==> config.mk <==
export PLATFORM = sky130hd
export DESIGN_NAME = tandem_repeat_masker
export DESIGN_NICKNAME = d
export VERILOG_FILES = /design/src/design/trm_pkg.sv /design/src/design/tandem_repeat_masker.sv /design/src/design/trm_front.sv /design/src/design/trm_fifo.sv /design/src/design/trm_back.sv
export SDC_FILE = /design/constraint.sdc
export NUM_CORES = 2
export LEC_CHECK = 0
export BUFFER_PORTS_ARGS = -buffer_cell sky130_fd_sc_hd__buf_4
export CAP_MARGIN = 5
export CORE_ASPECT_RATIO = 1.4
export CORE_UTILIZATION = 55
export CTS_CLUSTER_SIZE = 14
export DETAILED_ROUTE_END_ITERATION = 16
export PLACE_DENSITY = 0.74
export SLEW_MARGIN = 20
export SYNTH_ARGS = -nofsm -noshare
export SYNTH_HDL_FRONTEND = slang
export SYNTH_SLANG_ARGS = --single-unit
export TNS_END_PERCENT = 20
==> constraint.sdc <==
create_clock -name clk -period 11.9 [get_ports clk]
set_input_delay 3.57 -clock clk [delete_from_list [all_inputs] [get_ports clk]]
set_output_delay 3.57 -clock clk [all_outputs]
set_load 0.03 [all_outputs]
==> src/design/trm_pkg.sv <==
package trm_pkg;

	localparam int KMERS_PER_REGION = 6;
	localparam int MIN_K            = 2;
	localparam int MAX_K            = 5;
	localparam int THR_RESET        = 5;
	localparam int NUM_K            = MAX_K - MIN_K + 1;

	// A position is judged once the base LOOKAHEAD places to its right has arrived.
	localparam int LOOKAHEAD = KMERS_PER_REGION * MAX_K + MAX_K - 2;
	localparam int REACH     = LOOKAHEAD + 1;
	localparam int WIN_LEN   = 2 * LOOKAHEAD + 2;
	localparam int CENTER    = LOOKAHEAD;
	localparam int REACH_W   = $clog2(REACH + 1);

	localparam int POS_W  = 32;
	localparam int THR_W  = 3;
	localparam int CNT_W  = $clog2(KMERS_PER_REGION + 1);
	localparam int DATA_W = 32;
	localparam int ADDR_W = 3;

	localparam int FIFO_DEPTH = 4;
	localparam int FIFO_AW    = $clog2(FIFO_DEPTH);
	localparam int FIFO_CW    = $clog2(FIFO_DEPTH + 1);

	// Register indexes on the configuration port.
	localparam logic REG_CHECK_ENABLE     = 1'b0;
	localparam logic REG_REPEAT_THRESHOLD = 1'b1;

	typedef struct packed {
		logic [1:0] base;
		logic       seq_end;
	} trm_in_t;

	typedef struct packed {
		logic [POS_W-1:0] position;
		logic             masked;
		logic [POS_W-1:0] masked_total;
		logic             final_result;
	} trm_out_t;

	typedef struct packed {
		logic             check_enable;
		logic [THR_W-1:0] repeat_threshold;
	} trm_cfg_t;

	// One classified base on its way from the front to the back.
	typedef struct packed {
		logic [1:0]         base;
		logic               fin;
		logic               emit;
		logic [REACH_W-1:0] lag;
	} trm_slot_t;

endpackage

==> src/design/tandem_repeat_masker.sv <==
// Tandem repeat masker. Bases enter on the base channel (base_valid, base_ready,
// base_item), one 2-bit code per transfer, with seq_end set on the last base of
// a sequence. Each position comes back on the res channel as one transfer with
// its index, its mask bit, the running masked total and a last-position flag.
// The judgement of a position needs the 33 bases after it, so position p is
// delivered at the earliest once base p+33 has passed the queue, the window and
// the s1, s2 and s3 registers; the end-of-sequence base flushes all pending positions.
// Throughput is one base per cycle unless results back up or a flush runs. A
// sequence end occupies the judging back end while it shifts padding through its
// 68-base window, while the input queue takes bases of the next sequence till full.
// The registers sit on an APB port: check_enable at 0x0, repeat_threshold at 0x4;
// they are to be written only while the block is idle; the block does not enforce this.
// Reset clears all counters, empties the queue and the result stage, disables
// checking and sets the threshold to five. A stalled receiver holds the result
// register; the back end then stops, the 4-entry queue fills and base_ready falls.
module tandem_repeat_masker (
	input  logic                        clk,
	input  logic                        arst_n,
	input  logic                        base_valid,
	output logic                        base_ready,
	input  trm_pkg::trm_in_t            base_item,
	output logic                        res_valid,
	input  logic                        res_ready,
	output trm_pkg::trm_out_t           res_item,
	input  logic                        psel,
	input  logic                        penable,
	input  logic                        pwrite,
	input  logic [trm_pkg::ADDR_W-1:0]  paddr,
	input  logic [trm_pkg::DATA_W-1:0]  pwdata,
	output logic [trm_pkg::DATA_W-1:0]  prdata,
	output logic                        pready
);
	import trm_pkg::*;

	trm_cfg_t  cfg_q;
	logic      wr_en;
	logic      push;
	logic      q_full;
	logic      pop;
	logic      avail;
	trm_slot_t wr_slot;
	trm_slot_t rd_slot;

	assign pready = 1'b1;
	assign wr_en  = psel && penable && pwrite && pready;

	always_ff @(posedge clk or negedge arst_n) begin
		if (!arst_n) begin
			cfg_q.check_enable     <= 1'b0;
			cfg_q.repeat_threshold <= THR_W'(THR_RESET);
		end else if (wr_en) begin
			unique case (paddr[2])
				REG_CHECK_ENABLE: begin
					cfg_q.check_enable <= pwdata[0];
				end
				REG_REPEAT_THRESHOLD: begin
					cfg_q.repeat_threshold <= pwdata[THR_W-1:0];
				end
				default: begin
				end
			endcase
		end
	end

	always_comb begin
		unique case (paddr[2])
			REG_CHECK_ENABLE: begin
				prdata = DATA_W'(cfg_q.check_enable);
			end
			REG_REPEAT_THRESHOLD: begin
				prdata = DATA_W'(cfg_q.repeat_threshold);
			end
			default: begin
				prdata = '0;
			end
		endcase
	end

	trm_front u_front (
		.clk        (clk),
		.arst_n     (arst_n),
		.base_valid (base_valid),
		.base_ready (base_ready),
		.base_item  (base_item),
		.q_full     (q_full),
		.push       (push),
		.slot       (wr_slot)
	);

	trm_fifo u_fifo (
		.clk     (clk),
		.arst_n  (arst_n),
		.push    (push),
		.wr_slot (wr_slot),
		.full    (q_full),
		.pop     (pop),
		.avail   (avail),
		.rd_slot (rd_slot)
	);

	trm_back u_back (
		.clk        (clk),
		.arst_n     (arst_n),
		.cfg        (cfg_q),
		.slot_avail (avail),
		.slot_head  (rd_slot),
		.slot_pop   (pop),
		.res_valid  (res_valid),
		.res_ready  (res_ready),
		.res_item   (res_item)
	);

endmodule

==> src/design/trm_front.sv <==
module trm_front (
	input  logic               clk,
	input  logic               arst_n,
	input  logic               base_valid,
	output logic               base_ready,
	input  trm_pkg::trm_in_t   base_item,
	input  logic               q_full,
	output logic               push,
	output trm_pkg::trm_slot_t slot
);
	import trm_pkg::*;

	// Number of received bases of this sequence that are not yet judged.
	logic [REACH_W-1:0] lag_q;
	logic [REACH_W-1:0] lag_next;
	logic               emit;

	assign lag_next   = lag_q + REACH_W'(1);
	assign emit       = (lag_next == REACH_W'(REACH));
	assign base_ready = !q_full;
	assign push       = base_valid && !q_full;

	always_comb begin
		slot.base = base_item.base;
		slot.fin  = base_item.seq_end;
		slot.emit = emit;
		slot.lag  = lag_next;
	end

	always_ff @(posedge clk or negedge arst_n) begin
		if (!arst_n) begin
			lag_q <= '0;
		end else if (push) begin
			if (base_item.seq_end) begin
				lag_q <= '0;
			end else if (emit) begin
				lag_q <= REACH_W'(LOOKAHEAD);
			end else begin
				lag_q <= lag_next;
			end
		end
	end

endmodule

==> src/design/trm_fifo.sv <==
module trm_fifo (
	input  logic               clk,
	input  logic               arst_n,
	input  logic               push,
	input  trm_pkg::trm_slot_t wr_slot,
	output logic               full,
	input  logic               pop,
	output logic               avail,
	output trm_pkg::trm_slot_t rd_slot
);
	import trm_pkg::*;

	trm_slot_t            mem_q [FIFO_DEPTH];
	logic [FIFO_AW-1:0]   wr_ptr_q;
	logic [FIFO_AW-1:0]   rd_ptr_q;
	logic [FIFO_CW-1:0]   count_q;

	assign full    = (count_q == FIFO_CW'(FIFO_DEPTH));
	assign avail   = (count_q != '0);
	assign rd_slot = mem_q[rd_ptr_q];

	always_ff @(posedge clk or negedge arst_n) begin
		if (!arst_n) begin
			wr_ptr_q <= '0;
			rd_ptr_q <= '0;
			count_q  <= '0;
		end else begin
			if (push) begin
				wr_ptr_q <= wr_ptr_q + FIFO_AW'(1);
			end
			if (pop) begin
				rd_ptr_q <= rd_ptr_q + FIFO_AW'(1);
			end
			if (push && !pop) begin
				count_q <= count_q + FIFO_CW'(1);
			end else if (pop && !push) begin
				count_q <= count_q - FIFO_CW'(1);
			end
		end
	end

	always_ff @(posedge clk) begin
		if (push) begin
			mem_q[wr_ptr_q] <= wr_slot;
		end
	end

endmodule

==> src/design/trm_back.sv <==
module trm_back (
	input  logic               clk,
	input  logic               arst_n,
	input  trm_pkg::trm_cfg_t  cfg,
	input  logic               slot_avail,
	input  trm_pkg::trm_slot_t slot_head,
	output logic               slot_pop,
	output logic               res_valid,
	input  logic               res_ready,
	output trm_pkg::trm_out_t  res_item
);
	import trm_pkg::*;

	// True when some k-mer of a region occurs at least thr times.
	function automatic logic repeat_hit(
		input logic [KMERS_PER_REGION-1:0][KMERS_PER_REGION-1:0] eq,
		input logic [THR_W-1:0]                                 thr
	);
		logic [CNT_W-1:0] cnt;
		logic             hit;
		hit = 1'b0;
		for (int c = 0; c < KMERS_PER_REGION; c++) begin
			cnt = CNT_W'(1);
			for (int e = 0; e < KMERS_PER_REGION; e++) begin
				if (e < c) begin
					cnt = cnt + CNT_W'(eq[e][c]);
				end else if (e > c) begin
					cnt = cnt + CNT_W'(eq[c][e]);
				end
			end
			if (32'(cnt) >= 32'(thr)) begin
				hit = 1'b1;
			end
		end
		return hit;
	endfunction

	logic                  flush_q;
	logic [REACH_W-1:0]    dummy_q;
	logic [REACH_W-1:0]    tail_lag_q;
	logic [POS_W-1:0]      pos_q;
	logic [POS_W-1:0]      masked_cnt_q;
	logic [1:0]            win_q [WIN_LEN];

	logic                  v_s1;
	logic [POS_W-1:0]      pos_s1;
	logic [REACH_W-1:0]    rem_s1;
	logic                  final_s1;
	logic                  v_s2;
	logic [POS_W-1:0]      pos_s2;
	logic                  final_s2;
	logic                  v_s3;
	trm_out_t              res_s3;

	logic                  take_s3;
	logic                  load_s2;
	logic                  load_s1;
	logic                  slot_ok;
	logic                  slot_emit;
	logic                  slot_final;
	logic [1:0]            slot_base;
	logic [REACH_W-1:0]    slot_rem;
	logic [REACH_W:0]      lag_sum;
	logic                  fire;
	logic [NUM_K-1:0][MAX_K-1:0][1:0] hit_rl;
	logic                  masked_s2;
	logic [POS_W-1:0]      total_next;

	assign take_s3 = !v_s3 || res_ready;
	assign load_s2 = !v_s2 || take_s3;
	assign load_s1 = !v_s1 || load_s2;

	// Every slot shifts one symbol into the window, so the judged position always
	// sits at the center tap. After the last base, zero padding is shifted in and
	// the pending positions are judged as they reach the center.
	always_comb begin
		lag_sum = {1'b0, dummy_q} + {1'b0, tail_lag_q};
		if (flush_q) begin
			slot_ok    = 1'b1;
			slot_base  = 2'b00;
			slot_emit  = (lag_sum >= (REACH_W + 1)'(REACH));
			slot_final = (dummy_q == REACH_W'(LOOKAHEAD));
			slot_rem   = REACH_W'(REACH) - dummy_q;
		end else begin
			slot_ok    = slot_avail;
			slot_base  = slot_head.base;
			slot_emit  = slot_head.emit;
			slot_final = 1'b0;
			slot_rem   = REACH_W'(REACH);
		end
	end

	assign fire     = slot_ok && load_s1;
	assign slot_pop = fire && !flush_q;

	always_ff @(posedge clk or negedge arst_n) begin
		if (!arst_n) begin
			flush_q      <= 1'b0;
			dummy_q      <= '0;
			tail_lag_q   <= '0;
			pos_q        <= '0;
			masked_cnt_q <= '0;
			v_s1         <= 1'b0;
			v_s2         <= 1'b0;
			v_s3         <= 1'b0;
		end else begin
			if (fire) begin
				if (flush_q) begin
					dummy_q <= dummy_q + REACH_W'(1);
					if (slot_final) begin
						flush_q <= 1'b0;
					end
				end else if (slot_head.fin) begin
					flush_q    <= 1'b1;
					dummy_q    <= REACH_W'(1);
					tail_lag_q <= slot_head.lag;
				end
				if (slot_emit) begin
					pos_q <= slot_final ? '0 : pos_q + POS_W'(1);
				end
			end
			if (load_s1) begin
				v_s1 <= fire && slot_emit;
			end
			if (load_s2) begin
				v_s2 <= v_s1;
			end
			if (take_s3) begin
				v_s3 <= v_s2;
				if (v_s2) begin
					masked_cnt_q <= final_s2 ? '0 : total_next;
				end
			end
		end
	end

	always_ff @(posedge clk) begin
		if (fire) begin
			win_q[0] <= slot_base;
			for (int i = 1; i < WIN_LEN; i++) begin
				win_q[i] <= win_q[i-1];
			end
		end
		if (load_s1) begin
			pos_s1   <= pos_q;
			rem_s1   <= slot_rem;
			final_s1 <= slot_final;
		end
		if (load_s2) begin
			pos_s2   <= pos_s1;
			final_s2 <= final_s1;
		end
		if (take_s3) begin
			res_s3.position     <= pos_s2;
			res_s3.masked       <= masked_s2;
			res_s3.masked_total <= total_next;
			res_s3.final_result <= final_s2;
		end
	end

	// One comparison block per k and shift, each holding a right and a left region.
	for (genvar ki = 0; ki < NUM_K; ki++) begin : g_k
		for (genvar s = 0; s < MAX_K; s++) begin : g_s
			if (s < MIN_K + ki) begin : g_on
				localparam int K = MIN_K + ki;
				localparam logic [REACH_W-1:0] SPAN = REACH_W'(KMERS_PER_REGION * K + s);

				logic [2*MAX_K-1:0] rchunk [KMERS_PER_REGION];
				logic [2*MAX_K-1:0] lchunk [KMERS_PER_REGION];
				logic [KMERS_PER_REGION-1:0][KMERS_PER_REGION-1:0] req;
				logic [KMERS_PER_REGION-1:0][KMERS_PER_REGION-1:0] leq;
				logic [KMERS_PER_REGION-1:0][KMERS_PER_REGION-1:0] req_s2;
				logic [KMERS_PER_REGION-1:0][KMERS_PER_REGION-1:0] leq_s2;
				logic rok_s2;
				logic lok_s2;

				for (genvar c = 0; c < KMERS_PER_REGION; c++) begin : g_c
					for (genvar j = 0; j < MAX_K; j++) begin : g_j
						if (j < K) begin : g_tap
							assign rchunk[c][2*j +: 2] = win_q[CENTER - s - c*K - j];
							assign lchunk[c][2*j +: 2] = win_q[CENTER + 1 + s + c*K + j];
						end else begin : g_pad
							assign rchunk[c][2*j +: 2] = 2'b00;
							assign lchunk[c][2*j +: 2] = 2'b00;
						end
					end
				end

				for (genvar a = 0; a < KMERS_PER_REGION; a++) begin : g_a
					for (genvar b = 0; b < KMERS_PER_REGION; b++) begin : g_b
						if (a < b) begin : g_cmp
							assign req[a][b] = (rchunk[a] == rchunk[b]);
							assign leq[a][b] = (lchunk[a] == lchunk[b]);
						end else begin : g_zero
							assign req[a][b] = 1'b0;
							assign leq[a][b] = 1'b0;
						end
					end
				end

				always_ff @(posedge clk) begin
					if (load_s2) begin
						req_s2 <= req;
						leq_s2 <= leq;
						rok_s2 <= (SPAN <= rem_s1);
						lok_s2 <= (pos_s1[POS_W-1:REACH_W] != '0) ||
							(pos_s1[REACH_W-1:0] >= SPAN);
					end
				end

				assign hit_rl[ki][s] = {
					rok_s2 && repeat_hit(req_s2, cfg.repeat_threshold),
					lok_s2 && repeat_hit(leq_s2, cfg.repeat_threshold)
				};
			end else begin : g_off
				assign hit_rl[ki][s] = 2'b00;
			end
		end
	end

	assign masked_s2  = cfg.check_enable && (|hit_rl);
	assign total_next = (masked_s2 && (masked_cnt_q != '1)) ?
		masked_cnt_q + POS_W'(1) : masked_cnt_q;

	assign res_valid = v_s3;
	assign res_item  = res_s3;

endmodule

## Yosys cells after proc, flatten, opt, wreduce, memory -nomap -nowiden

Memories as Yosys holds them, arrays and structs flattened.
Cells that the tools add are included.

| storage, ports and cells | value |
|---|---|
| flip-flop bits (word level) | 683 |
| bits in writable memories | 176 |
| bits of input ports | 45 |
| output and inout port bits | 101 |
| logic and storage cells | 1900 |
| memories kept | 2 |

Memory list:

| memory | depth | bits a word | read ports | clocked after Yosys merged registers in | wr ports | line | text |
|---|---|---|---|---|---|---|---|
| u_back.win_q | 68 | 2 | 68 | 0 | 68 | trm_back.sv:43 | `logic [1:0] win_q [WIN_LEN];` |
| u_fifo.mem_q | 4 | 10 | 1 | 0 | 1 | trm_fifo.sv:13 | `trm_slot_t mem_q [FIFO_DEPTH];` |

| operators by class | value |
|---|---|
| add/subtract/negate cells | 822 |
| magnitude comparators | 197 |
| equal/unequal tests | 424 |
| muxes and demuxes | 189 |
| bitwise logic cells | 2 |
| reductions and logical operators | 73 |

Operators with widths:

| operator | count |
|---|---|
| 3-bit by 1-bit adder with 3-bit output | 672 |
| 10-bit equality test | 150 |
| 8-bit equality test | 120 |
| 6-bit equality test | 90 |
| 3-bit greater-or-equal comparator | 168 |
| 1-bit by 1-bit adder with 2-bit output, first input constant | 140 |
| 4-bit equality test | 60 |
| 1-bit two-way mux | 178 |
| 32-bit two-way mux | 3 |
| 32-bit by 1-bit adder with 32-bit output, second input constant | 2 |
| 32-bit one-hot mux with 2 select lines | 1 |
| 6-bit by 5-bit greater-or-equal comparator with 1-bit output, second input constant | 9 |
| 5-bit by 6-bit <= comparator with 1-bit output, first input constant | 9 |
| 1-bit logical AND | 38 |
| 32-bit != test, second input constant | 1 |
| 28-bit OR reduction | 1 |
| 26-bit nonzero test | 1 |
| 6-bit two-way mux | 4 |
| 6-bit greater-or-equal comparator, second input constant | 3 |
| 6-bit <= comparator, first input constant | 3 |
| 1-bit logical OR | 17 |
| 6-bit by 1-bit adder with 6-bit output, second input constant | 2 |
| 6-bit equality test, second input constant | 2 |
| 6-bit by 4-bit greater-or-equal comparator with 1-bit output, second input constant | 2 |
| other kinds (16) | 31 |

## Depth between registers and ports, before layout

| depth | value |
|---|---|
| depth in word-level cells | 18 |
| mapped depth | 17 |

## Cells and area by module

From an unflattened synthesis, not the netlist that was laid out.

| second synthesis, totals | value |
|---|---|
| cell total of the unflattened synthesis | 6173 |
| area, all modules | 66470.0 µm² |

By module, submodules not included:

| module | times used | cells an instance | area an instance (µm²) |
|---|---|---|---|
| trm_back | 1 | 5987 | 63726.1 |
| trm_fifo | 1 | 86 | 1841.8 |
| trm_front | 1 | 55 | 474.2 |
| tandem_repeat_masker | 1 | 45 | 427.9 |

## Least setup slack after synthesis

Ideal clock, no wire load.

| timing | value |
|---|---|
| path type | input port to flip-flop |
| start point | input res_ready |
| end point | register u_back.final_s2 (enable) |
| setup time | 3478 ps |
| arrival | 11551 ps |
| slack | -3129 ps |
| stages on the path | 2 |
| buffers on the path | 0 |
| path through | nor2b_1 -> nand2_1 |

| on the way | value |
|---|---|
| cells in the longest elaborated chain, start to end | 2 |

RTL lines:

| item | line | text |
|---|---|---|
| start: declaration | tandem_repeat_masker.sv:23 | `input logic res_ready,` |
| 1-bit logical OR | trm_back.sv:69 | `assign take_s3 = !v_s3 \|\| res_ready;` |
| 1-bit logical OR | trm_back.sv:70 | `assign load_s2 = !v_s2 \|\| take_s3;` |
| net u_back.load_s2 | trm_back.sv:56 | `logic load_s2;` |
| end signal: assignment | trm_back.sv:151 | `final_s2 <= final_s1;` |
| end: declaration | trm_back.sv:51 | `logic final_s2;` |

The timed path passes the listed nets, and every way through them passes these cells.
A chain may end at the register's enable or synchronous reset.

## Worst setup path in the final report

| timing | value |
|---|---|
| start point | input paddr[2] (netlist name) |
| end point | output prdata[0] (netlist name) |

| on the way | value |
|---|---|
| cells in the longest elaborated chain, start to end | 2 |

RTL lines:

| item | line | text |
|---|---|---|
| start: declaration | tandem_repeat_masker.sv:28 | `input logic [trm_pkg::ADDR_W-1:0] paddr,` |
| 1-bit inverter (no source line) | n/a |  |
| 32-bit one-hot mux with 2 select lines * | tandem_repeat_masker.sv:66 | `unique case (paddr[2])` |
| end: declaration | tandem_repeat_masker.sv:30 | `output logic [trm_pkg::DATA_W-1:0] prdata,` |

Every way passes the cells marked *; elsewhere a longest branch is shown, timed or not. The select of a mux whose other input is x is not followed.

==> flow_summary.toml <==
[clock_network]
clockRootBuffer = "clkbuf_16"
cts_made_buffers = 88
cts_max_level = 3
clockBufferDepth = 3
cts_hold_buffers = 0
cts_tree = "done"
clk_pin_slew_ns = 0.07
clock_latency_ns = 0.71
cts_sinks = 859
cts_resized = 0
post_cts_buffers = 0

[die]
die_area_sq_um = 120000
die_w_um = 293
die_h_um = 409
coreArea_sq_um = 117000
start_util_pct = 55.8
ios = 146
rows = 148

[finish]
layout.nets = 6956
multiInputGateArea_sq_um = 35500
synthToLayoutAreaGrowth_pct = 7.72
seq_area_sq_um = 25300
fin_cells = 7457
fill_cells = 9146
layout-drive-gt1-share_pct = 6.08
post-route-cell-area_sq_um = 70100

[placed_design]
dpl-instance-area_sq_um = 67200
placed_cells = 7294
port_buffers = 84
place_congestion = 0.949
hpwl_um = 124000

[synth]
yosysTopAreaCell = "edfxtp_1"
syn_area_per_cell_sq_um = 11.1
synth.most_common_cell = "inv_1"
synth.cells.most_frequent = "inv_1, edfxtp_1, xnor2_1"
synth-edff-count = 762
postSynthCellCount = 5886
synth-seq-cells = 859
async_flop_share_pct = 11.3
synth-main-ff-cell = "edfxtp_1"
syn_area_sq_um = 65000
synth.area.top_cells = "edfxtp_1, fa_1, ha_1"
ys_warn_count = 0
ys_seq_area_share_pct = 38.9
synth_top_area_share_pct = 35.2
synth_cell_type_count = 73

[hold_path]
min_path_type = "reg2reg"
whs_path_depth = 0

[sta]
whs_ns = 0.413
skew_ns = 0.0282
hold_violations = 0
clock.fmax_mhz = 126
fin_crit_ns = 7.93
slew_viol_final = 0
tightest_slew_ns = 1.20
slew_headroom_pct = 19.2
setup-violations-final = 0
rsz0062_at_grt = "false"
min_period_over_period_pct = 66.6

[detailed_routing]
firstDrtPassIters = 6
drtIter0Drc = 3327
drc = 0
wl_per_cell_um = 22.3
post_drt_via_cell_ratio = 5.79
postRouteWirelength_um = 166000
drtAntennaViolNets = 0
dr_total_vias = 43200

[grt]
grt_max_degree = 151
grt_pass1_vias = 45000
track_usage_pct = 28.3
grt.overflow.total = 0
antenna_found_initial = 3
grt_first_pass_wirelength_um = 257000

[critical_path]
cp.arrival_ns = 4.36
crit_required_ns = 8.33
cp-end-kind = "output port"
crit_type = "in2out"
crit_fanout = 6
rr_worst_depth = 13
start_kind = "input port"

[power_and_ir_drop]
power_leakage_nw = 29.7
power.density_nw_per_um2 = 311
peakVddDrop_v = 0.000202

[job]
drv_cap = 0

[outcome]
status = "completed"
cells by family (layout without fill, tap and decap cells):
logic type | count (synthesis) | in the layout | synth area share (%)
xor+xnor | 926 | 926 | 12.5
simple gates | 1454 | 1454 | 11.1
fa+ha+maj | 1027 | 1027 | 25.6
buf+inv | 1138 | 1179 | 6.78
compound gates | 459 | 459 | 4.58
other cells | 2 | 32 | 0.0115
flops | 859 | 859 | 38.9
mux | 21 | 21 | 0.537
final timing paths:
| path | to | from | slack, ns |
|---|---|---|---|
| setup / recovery | prdata[0] | paddr[2] | 3.97 |
| hold / removal | u_back.res_item[46]$_DFFE_PN_ | u_back.pos_s2[12]$_DFFE_PP_ | 0.41 |
| setup reg to reg | u_back.res_item[31]$_DFFE_PN_ | u_back.g_k[3].g_s[4].g_on.req_s2[1]$_DFFE_PP_ | 4.85 |
| hold reg to reg | u_back.res_item[46]$_DFFE_PN_ | u_back.pos_s2[12]$_DFFE_PP_ | 0.41 |
| max in group asynchronous | u_back.masked_cnt_q[9]$_DFFE_PN0P_ | arst_n | 7.81 |
| min in group asynchronous | u_front.lag_q[0]$_DFFE_PN0P_ | arst_n | 2.87 |
layout make-up:
cell class | count | share of cell area (%)
antenna | 2 | 0.00714
sequential | 859 | 36.1
timing repair buffer | 176 | 1.90
clock buffer | 106 | 3.28
tap | 1500 | 2.68
inverter | 842 | 4.53
multi-input combinational | 3917 | 50.6
clock inverter | 55 | 0.843
power by group:
part / switching [mW] / internal, mW / total [mW]
clock network: 1.23 / 1.57 / 2.80
registers: 1.44 / 4.65 / 6.09
logic: 7.48 / 5.42 / 12.9
flip-flops by register name, indices dropped and copies added, names as in the netlist, 2 cells and up:
signal / flops
u_fifo.mem_q: 40
u_fifo.count_q: 3
u_back.win_q: 136
u_back.g_k.g_s.g_on.req_s2: 210
u_back.dummy_q: 6
cfg_q: 4
u_back.g_k.g_s.g_on.lok_s2: 14
u_back.pos_q: 32
u_fifo.wr_ptr_q: 2
u_back.pos_s2: 32
u_back.rem_s1: 6
u_back.masked_cnt_q: 32
u_back.g_k.g_s.g_on.rok_s2: 14
u_fifo.rd_ptr_q: 2
u_front.lag_q: 6
u_back.g_k.g_s.g_on.leq_s2: 210
u_back.pos_s1: 32
u_back.res_item: 66
u_back.tail_lag_q: 6
through the flow:
stage	power (mW)	TNS (ns)	util (%)	setup slack [ns]
final	21.8	0	60.1	3.97
after global routing	23.8	0	60.1	3.99
after CTS	21.8	0	60.1	3.96
after detailed placement	18.9	0	57.6	3.96
after global placement	18.1	0	57.6	3.95
after floorplan	15.2	-65.44	-	-1.60
layout by cell type, fill, tap and decap left out, types with 10 or more instances in the layout:
cell type,n
a211oi_1,19
a21o_1,30
a21oi_1,63
a32o_1,14
and2_1,23
and3_1,37
buf_4,175
clkbuf_1,15
clkbuf_16,88
clkinv_1,12
clkinv_2,10
conb_1,30
dfrtp_1,95
edfxtp_1,762
fa_1,506
ha_1,521
inv_1,837
inv_6,10
mux2_2,11
mux4_2,10
nand2_1,365
nand2b_1,51
nand3_1,56
nand4_1,135
nor2_1,363
nor2b_1,15
nor3_1,156
nor3b_1,74
nor4_1,63
o211ai_1,30
o21ai_0,157
o22ai_1,38
o31ai_1,10
o41ai_1,16
or2_2,12
or3_1,38
or4_1,37
xnor2_1,649
xor2_1,277
layer usage:
layer | up-vias | share of wire [%] | track usage [%]
met5 | - | 0.022 | 0
met4 | 6 | 7.1 | 18.3
met3 | 569 | 5.6 | 3.70
met2 | 1559 | 51 | 49.5
met1 | 21400 | 37 | 32.5
li1 | 19600 | - | -
critical path: stages:
cell	delay (ns)
buf_4	0.13
o21ai_0	0.40
buf_4	0.26
Note: power is estimated with default switching activity, not from simulation.
